==> config.mk <==
export PLATFORM = sky130hd
export DESIGN_NAME = lru_key_value_cache_flat
export DESIGN_NICKNAME = d
export VERILOG_FILES = /design/src/hw/rtl/lkv_pkg.sv /design/src/hw/rtl/lkv_req_if.sv /design/src/hw/rtl/lkv_rsp_if.sv /design/src/hw/rtl/lru_key_value_cache.sv /design/src/flat_wrapper.sv
export SDC_FILE = /design/constraint.sdc
export NUM_CORES = 2
export LEC_CHECK = 0
export BUFFER_PORTS_ARGS = -buffer_cell sky130_fd_sc_hd__clkbuf_2
export CORE_MARGIN = 3
export CORE_UTILIZATION = 59
export DETAILED_ROUTE_END_ITERATION = 10
export PLACE_DENSITY_LB_ADDON = 0.12
export SLEW_MARGIN = 20
export SYNTH_ARGS = -nofsm -noshare
export SYNTH_HDL_FRONTEND = slang
export SYNTH_SLANG_ARGS = --single-unit
==> constraint.sdc <==
create_clock -name clk -period 22.3 [get_ports clk]
set_input_delay 4.46 -clock clk [delete_from_list [all_inputs] [get_ports clk]]
set_output_delay 4.46 -clock clk [all_outputs]
set_load 0.005 [all_outputs]
==> src/hw/rtl/lkv_pkg.sv <==
// Package for the LRU key-value cache: sizes, field types and opcodes.
// Used by the channel interfaces and the top level; depends on nothing.
package lkv_pkg;

	localparam int MAX_ENTRIES = 16;
	localparam int IDX_W       = $clog2(MAX_ENTRIES);
	localparam int CNT_W       = $clog2(MAX_ENTRIES + 1);
	localparam int AGE_W       = IDX_W;
	localparam int KEY_W       = 32;
	localparam int VAL_W       = 32;
	localparam int CAP_W       = 5;
	localparam logic [CAP_W-1:0] CAP_RESET = CAP_W'(16);

	typedef logic [IDX_W-1:0]        idx_t;
	typedef logic [CNT_W-1:0]        cnt_t;
	typedef logic [AGE_W-1:0]        age_t;
	typedef logic [CAP_W-1:0]        cap_t;
	typedef logic signed [KEY_W-1:0] key_t;
	typedef logic signed [VAL_W-1:0] val_t;

	typedef enum logic {
		OP_GET = 1'b0,
		OP_SET = 1'b1
	} op_t;

endpackage

==> src/hw/rtl/lkv_req_if.sv <==
// Request channel of the LRU key-value cache: opcode, key and value.
// Depends on lkv_pkg.
interface lkv_req_if;
	logic            valid;
	logic            ready;
	lkv_pkg::op_t    opcode;
	lkv_pkg::key_t   key;
	lkv_pkg::val_t   value;

	modport source (output valid, opcode, key, value, input ready);
	modport sink   (input valid, opcode, key, value, output ready);
endinterface

==> src/hw/rtl/lkv_rsp_if.sv <==
// Response channel of the LRU key-value cache: found, read value, eviction.
// Depends on lkv_pkg.
interface lkv_rsp_if;
	logic            valid;
	logic            ready;
	logic            found;
	lkv_pkg::val_t   read_value;
	logic            evicted;

	modport source (output valid, found, read_value, evicted, input ready);
	modport sink   (input valid, found, read_value, evicted, output ready);
endinterface

==> src/hw/rtl/lru_key_value_cache.sv <==
// Fully associative key-value cache with least-recently-used replacement.
// Depends on lkv_pkg, lkv_req_if and lkv_rsp_if.
//
// Channel  | Role   | Payload
// ---------+--------+-------------------------------------------
// req      | sink   | opcode, key, value
// rsp      | source | found, read_value, evicted
// cfg      | write  | cfg_wdata -> capacity, taken when cfg_we
//
// The key compare over the tag registers and the value memory access happen
// at the accepting edge; the read data is registered beside the lookup stage
// flags and then moves to the output register. A new request is taken
// once the previous one has left the lookup stage. A stalled response holds
// in the output register; one more transaction can finish behind it.
// Reset empties the cache at once (all entries invalid) and sets capacity to 16.
module lru_key_value_cache (
	input  logic                 clk,
	input  logic                 arst_n,
	input  logic                 cfg_we,
	input  lkv_pkg::cap_t        cfg_wdata,
	lkv_req_if.sink              req,
	lkv_rsp_if.source            rsp
);

	localparam int N = lkv_pkg::MAX_ENTRIES;

	// tag side state
	lkv_pkg::key_t  keys_q  [N];
	logic [N-1:0]   valid_q;
	lkv_pkg::age_t  age_q   [N];
	lkv_pkg::cnt_t  count_q;
	lkv_pkg::cap_t  cap_q;

	// value memory
	lkv_pkg::val_t  val_mem [N];
	lkv_pkg::val_t  rdata_q;

	// lookup stage
	logic           valid_s1;
	logic           set_s1;
	logic           found_s1;
	logic           evicted_s1;

	// output register
	logic           out_valid_q;
	logic           found_q;
	lkv_pkg::val_t  read_value_q;
	logic           evicted_q;

	logic           accept;
	logic           is_set;
	logic [N-1:0]   hit_vec;
	logic           hit;
	lkv_pkg::idx_t  hit_idx;
	lkv_pkg::idx_t  free_idx;
	lkv_pkg::idx_t  victim_idx;
	lkv_pkg::cnt_t  eff_cap;
	logic           has_room;
	lkv_pkg::idx_t  tgt_idx;
	lkv_pkg::cnt_t  old_age;
	logic           upd_state;
	logic           move_s1;
	lkv_pkg::cnt_t  oldest_age;

	assign accept  = req.valid && req.ready;
	assign is_set  = (req.opcode == lkv_pkg::OP_SET);
	assign req.ready = !valid_s1;
	assign move_s1 = valid_s1 && (!out_valid_q || rsp.ready);

	// Compare the key with every valid tag
	always_comb begin
		for (int i = 0; i < N; i++) begin
			hit_vec[i] = valid_q[i] && (keys_q[i] == req.key);
		end
	end
	assign hit = |hit_vec;

	// Pick the hit entry, first free entry and least recent entry
	assign oldest_age = count_q - lkv_pkg::cnt_t'(1);
	always_comb begin
		hit_idx    = '0;
		free_idx   = '0;
		victim_idx = '0;
		for (int i = N - 1; i >= 0; i--) begin
			if (hit_vec[i]) begin
				hit_idx = lkv_pkg::idx_t'(i);
			end
			if (!valid_q[i]) begin
				free_idx = lkv_pkg::idx_t'(i);
			end
			if (valid_q[i] && (lkv_pkg::cnt_t'(age_q[i]) == oldest_age)) begin
				victim_idx = lkv_pkg::idx_t'(i);
			end
		end
	end

	// Clamp capacity to 1 .. N
	always_comb begin
		if (cap_q == '0) begin
			eff_cap = lkv_pkg::cnt_t'(1);
		end else if (cap_q > lkv_pkg::cap_t'(N)) begin
			eff_cap = lkv_pkg::cnt_t'(N);
		end else begin
			eff_cap = lkv_pkg::cnt_t'(cap_q);
		end
	end
	assign has_room = (count_q < eff_cap);

	// Entry to touch and its age before the touch (N means older than all)
	always_comb begin
		if (hit) begin
			tgt_idx = hit_idx;
			old_age = lkv_pkg::cnt_t'(age_q[hit_idx]);
		end else if (has_room) begin
			tgt_idx = free_idx;
			old_age = lkv_pkg::cnt_t'(N);
		end else begin
			tgt_idx = victim_idx;
			old_age = lkv_pkg::cnt_t'(age_q[victim_idx]);
		end
	end
	assign upd_state = accept && (hit || is_set);

	// Update tags, valid bits, ages and fill count
	always_ff @(posedge clk or negedge arst_n) begin
		if (!arst_n) begin
			valid_q <= '0;
			count_q <= '0;
			for (int i = 0; i < N; i++) begin
				age_q[i] <= '0;
			end
		end else if (upd_state) begin
			for (int i = 0; i < N; i++) begin
				if (lkv_pkg::idx_t'(i) == tgt_idx) begin
					age_q[i] <= '0;
				end else if (valid_q[i] && (lkv_pkg::cnt_t'(age_q[i]) < old_age)) begin
					age_q[i] <= age_q[i] + lkv_pkg::age_t'(1);
				end
			end
			if (!hit && has_room) begin
				valid_q[free_idx] <= 1'b1;
				count_q <= count_q + lkv_pkg::cnt_t'(1);
			end
		end
	end

	// Store the key of an inserted entry
	always_ff @(posedge clk) begin
		if (accept && is_set && !hit) begin
			keys_q[tgt_idx] <= req.key;
		end
	end

	// Write the value on set, read it on get
	always_ff @(posedge clk) begin
		if (accept && is_set) begin
			val_mem[tgt_idx] <= req.value;
		end
		if (accept && !is_set) begin
			rdata_q <= val_mem[hit_idx];
		end
	end

	// Capacity register
	always_ff @(posedge clk or negedge arst_n) begin
		if (!arst_n) begin
			cap_q <= lkv_pkg::CAP_RESET;
		end else if (cfg_we) begin
			cap_q <= cfg_wdata;
		end
	end

	// Lookup stage: hold flags until the read data is ready to leave
	always_ff @(posedge clk or negedge arst_n) begin
		if (!arst_n) begin
			valid_s1 <= 1'b0;
		end else if (accept) begin
			valid_s1 <= 1'b1;
		end else if (move_s1) begin
			valid_s1 <= 1'b0;
		end
	end

	always_ff @(posedge clk) begin
		if (accept) begin
			set_s1     <= is_set;
			found_s1   <= hit;
			evicted_s1 <= is_set && !hit && !has_room;
		end
	end

	// Output register: advance when empty or drained
	always_ff @(posedge clk or negedge arst_n) begin
		if (!arst_n) begin
			out_valid_q <= 1'b0;
		end else if (move_s1) begin
			out_valid_q <= 1'b1;
		end else if (rsp.ready) begin
			out_valid_q <= 1'b0;
		end
	end

	always_ff @(posedge clk) begin
		if (move_s1) begin
			found_q   <= found_s1;
			evicted_q <= evicted_s1;
			if (set_s1) begin
				read_value_q <= '0;
			end else if (found_s1) begin
				read_value_q <= rdata_q;
			end else begin
				read_value_q <= '1;
			end
		end
	end

	assign rsp.valid      = out_valid_q;
	assign rsp.found      = found_q;
	assign rsp.read_value = read_value_q;
	assign rsp.evicted    = evicted_q;

endmodule
==> src/flat_wrapper.sv <==
// flat-port wrapper written by rule: the top's interface ports become plain ports
module lru_key_value_cache_flat 
  (clk, arst_n, cfg_we, cfg_wdata, req_valid, req_opcode, req_key, req_value, req_ready, rsp_valid, rsp_found, rsp_read_value, rsp_evicted, rsp_ready);
  lkv_req_if req_i ();
  lkv_rsp_if rsp_i ();
  input  logic clk;
  input  logic arst_n;
  input  logic cfg_we;
  input  lkv_pkg::cap_t cfg_wdata;
  input wire logic [$bits(req_i.valid)-1:0] req_valid;
  input wire logic [$bits(req_i.opcode)-1:0] req_opcode;
  input wire logic [$bits(req_i.key)-1:0] req_key;
  input wire logic [$bits(req_i.value)-1:0] req_value;
  output wire logic [$bits(req_i.ready)-1:0] req_ready;
  output wire logic [$bits(rsp_i.valid)-1:0] rsp_valid;
  output wire logic [$bits(rsp_i.found)-1:0] rsp_found;
  output wire logic [$bits(rsp_i.read_value)-1:0] rsp_read_value;
  output wire logic [$bits(rsp_i.evicted)-1:0] rsp_evicted;
  input wire logic [$bits(rsp_i.ready)-1:0] rsp_ready;
  assign req_i.valid = req_valid;
  assign req_i.opcode = req_opcode;
  assign req_i.key = req_key;
  assign req_i.value = req_value;
  assign req_ready = req_i.ready;
  assign rsp_valid = rsp_i.valid;
  assign rsp_found = rsp_i.found;
  assign rsp_read_value = rsp_i.read_value;
  assign rsp_evicted = rsp_i.evicted;
  assign rsp_i.ready = rsp_ready;
  lru_key_value_cache u_core (.clk(clk), .arst_n(arst_n), .cfg_we(cfg_we), .cfg_wdata(cfg_wdata), .req(req_i), .rsp(rsp_i));
endmodule
==> results_dict.tcl <==
set metrics [dict create \
    crit_fanout 135 \
    synth_top_flop_cell "edfxtp_1" \
    max-clock-path-buffers 3 \
    synth_largest_area_cell "edfxtp_1" \
    antenna_found_initial 3 \
    p_per_area_nw_per_um2 106 \
    route.detailed.wl_per_inst_um 25.5 \
    detail_route.drc_violations 0 \
    die_height_um 312 \
    synthesis.area_um2 55300 \
    cts.sinks 1185 \
    cts_tree "yes" \
    die_x_um 312 \
    detailroute.via_count 33960 \
    leakage_uw 0.0232 \
    hold_class "flip-flop to flip-flop" \
    pin_count_of_the_biggest_net_entering_global_routing 136 \
    post_cts.resized_instances 0 \
    num-nets-final 4215 \
    startpoint_type "input pin" \
    clkLatencyLatePin_ns 0.72 \
    worst_hold_slack_ns 0.422 \
    synthAdderAreaFrac_pct 1.22 \
    postCtsSetupBuffers 0 \
    period_needed_ns 10.94 \
    first_global_vias 33186 \
    synth_edf_count 1093 \
    core_um2 92400 \
    synth-async-reset-ratio_pct 7.76 \
    grt_setup_unrepaired "false" \
    cts_max_level 3 \
    min_period_over_period_pct 49.0 \
    cap_violations 0 \
    ys_seq_area_share_pct 63.5 \
    cp.required_ns 22.91 \
    timing_worst_setup_path_type "input pin to flip-flop" \
    setup.worst_path.end_class "flip-flop" \
    start_util_pct 59.9 \
    timing_worst_slew_pin_value_ns 1.17 \
    post-place-ws_ns 10.71 \
    post_route_cells_drive_above_1_share_pct 13.7 \
    synth_common_cells "1093 x edfxtp_1, 376 x mux2i_1, 287 x xnor2_1" \
    synth_area_per_cell_um2 13.9 \
    synth_simple_gate_area_share_pct 9.63 \
    clock_root_buffer "clkbuf_16" \
    max-vdd-ir-drop_v 0.000114 \
    clkTransAtPathRegs_ns 0.05 \
    grt_first_pass_wirelength_mm 209 \
    worst-endpoint-arrival_ns 11.55 \
    yosysUniqueCellTypes 89 \
    detail-route-antenna-nets 0 \
    antenna_cells_inserted 0 \
    routed_via_density 6.25 \
    synth-warning-count 0 \
    tns_ns 0 \
    postCtsHoldBufs 0 \
    yosysTopAreaCellShare_pct 59.4 \
    hold_violations 0 \
    synth_compound_area_share_pct 5.31 \
    outcome "completed" \
    synth_top_family_by_area "simple AND/OR/NAND/NOR gates" \
    synth_area_leaders "edfxtp_1 59%, mux2i_1 6.8%, xnor2_1 4.5%" \
    post_synth_xor_area_fraction_pct 9.36 \
    synth.mux.area_fraction_pct 8.60 \
    layout_setup_ws_ns 11.36 \
    synthesized_flop_and_latch_total 1185 \
    syn2layout_area_growth_pct 11.1 \
    place.detailed.hpwl_mm 80.4 \
    floorplan.die_area_um2 97400 \
    timing_max_transition_violations_final 0 \
    row_count 111 \
    overflow 0 \
    setup-violations-final 0 \
    globalRouteTotalUtil_pct 28.3 \
    cts-buffers-inserted 119 \
    synth_nets 4093 \
    totalWireLength_mm 139 \
    place_congestion 0.913 \
    dr.pass1.iters 6 \
    timing.max_slew.rel_slack_pct 21.6 \
    io_buffer_count 110 \
    detailedRoute.firstIterationViolations 3876 \
    synthesis.instances 3964 \
    achievable_frequency_mhz 91.4 \
    yosys.cell_count.top_type "edfxtp_1" \
    clock_skew_ns 0.0414 \
    count_of_pins_on_the_block_boundary 111 \
]
## registers in the layout, summed over array words and instances (netlist names)
register and count:
u_core.age_q 64, u_core.cap_q 5, u_core.count_q 5, u_core.evicted_s1 1, u_core.found_s1 1, u_core.keys_q 512, u_core.rdata_q 32, u_core.rsp.evicted 1
u_core.rsp.found 1, u_core.rsp.read_value 32, u_core.rsp.valid 1, u_core.set_s1 1, u_core.val_mem 512, u_core.valid_q 16, u_core.valid_s1 1
## power by group
group / switching, uW / internal (uW) / leakage, uW / total [uW]
clock: 848 / 1210 / 0.00196 / 2060
sequential: 143 / 2620 / 0.0110 / 2760
combinational: 1070 / 615 / 0.0103 / 1690
total: 2060 / 4440 / 0.0232 / 6500
## cells by family (layout without fill, tap and decap cells)
logic type,after synthesis,after routing
flip-flops,1185,1185
AND/OR/NAND/NOR,967,967
multiplexers,464,464
XOR/XNOR,567,567
adder cells (fa/ha/maj),54,54
AO/OA/AOI/OAI,439,439
buffers and inverters,288,517
## placed cells by master (no fill, tap or decap), types with 25 or more instances in the layout
| cell type | Yosys | layout |
|---|---|---|
| or3_1 | 28 | 28 |
| o21ai_0 | 69 | 68 |
| dfrtp_1 | 91 | 91 |
| ha_1 | 54 | 54 |
| nor4_1 | 133 | 128 |
| clkbuf_2 | 1 | 109 |
| mux2_2 | 88 | 88 |
| o211ai_1 | 26 | 26 |
| a211oi_1 | 50 | 50 |
| a21oi_1 | 148 | 147 |
| inv_1 | 86 | 86 |
| and3_1 | 30 | 30 |
| nor2_1 | 158 | 132 |
| xnor2_1 | 287 | 287 |
| clkbuf_16 | 0 | 122 |
| clkinv_2 | 0 | 25 |
| nor3_1 | 51 | 51 |
| buf_4 | 12 | 93 |
| nand2b_1 | 41 | 40 |
| edfxtp_1 | 1093 | 1093 |
| clkinv_1 | 0 | 28 |
| mux2i_1 | 376 | 376 |
| xor2_1 | 265 | 265 |
| nand3_1 | 106 | 106 |
| nand4_1 | 138 | 138 |
| nand2_1 | 148 | 147 |
## worst paths after layout
| kind | startpoint | end | slack (ns) | cells past startpoint |
|---|---|---|---|---|
| min in group asynchronous | arst_n | u_core.cap_q[0] | 3.76 | 1 |
| worst max register to register | u_core.count_q[0] | u_core.age_q[3] | 14.91 | 21 |
| worst min-delay path | u_core.evicted_s1 | u_core.rsp.evicted | 0.42 | 0 |
| worst min register to register | u_core.evicted_s1 | u_core.rsp.evicted | 0.42 | 0 |
| worst max-delay path | req_key[23] | u_core.age_q[3] | 11.36 | 23 |
| max in group asynchronous | arst_n | u_core.age_q[30] | 17.43 | 2 |
## critical path, stage by stage
cell and delay (ns):
clkbuf_2 0.34, buf_4 0.41, xor2_1 0.14, nor4b_1 0.31, nand4_1 0.14, nor4_1 0.80, a21oi_1 0.12, a211oi_2 0.40
o41a_2 0.65, buf_12 0.71, mux2i_1 0.27, mux2i_1 0.09, a21oi_1 0.19, mux2i_1 0.09, a21oi_1 0.52, buf_4 0.36
ha_1 0.29, a21oi_1 0.12, o21ai_0 0.11, a31oi_2 0.20, o31ai_2 0.15, or4_1 0.52, nand3_1 0.10
## layout make-up
class | count | area [um^2]
Sequential cell | 1185 | 35100
Clock buffer | 137 | 3110
Timing Repair Buffer | 203 | 1260
Multi-Input combinational cell | 2491 | 19100
Tap cell | 1243 | 1560
Clock inverter | 91 | 961
Inverter | 86 | 323
Fill cell | 6644 | 30900
## stage by stage
| step | power, uW | utilization, % | instances | area [um^2] |
|---|---|---|---|---|
| finish | 6500 | 66.5 | 5436 | 61400 |
| global route | 6790 | 66.5 | 5436 | 61400 |
| CTS | 6500 | 66.5 | 5436 | 61400 |
| detailed placement | 4450 | 62.1 | 5208 | 57400 |
| global placement | 4420 | 62.1 | 5208 | 57400 |
| floorplan | 3960 | - | 3964 | 55300 |
## layer usage
layer  wire length [um]  global-route usage [%]  part of all wire (%)  up-vias
met3              10900                    4.41                   7.9      250
met5                 14                       0                 0.010        -
met2              63600                    44.4                    46     1376
li1                   -                       -                     -    15326
met1              60300                    41.5                    43    17006
met4               3860                    8.21                   2.8        2
Power figures use the tool's default switching activity.
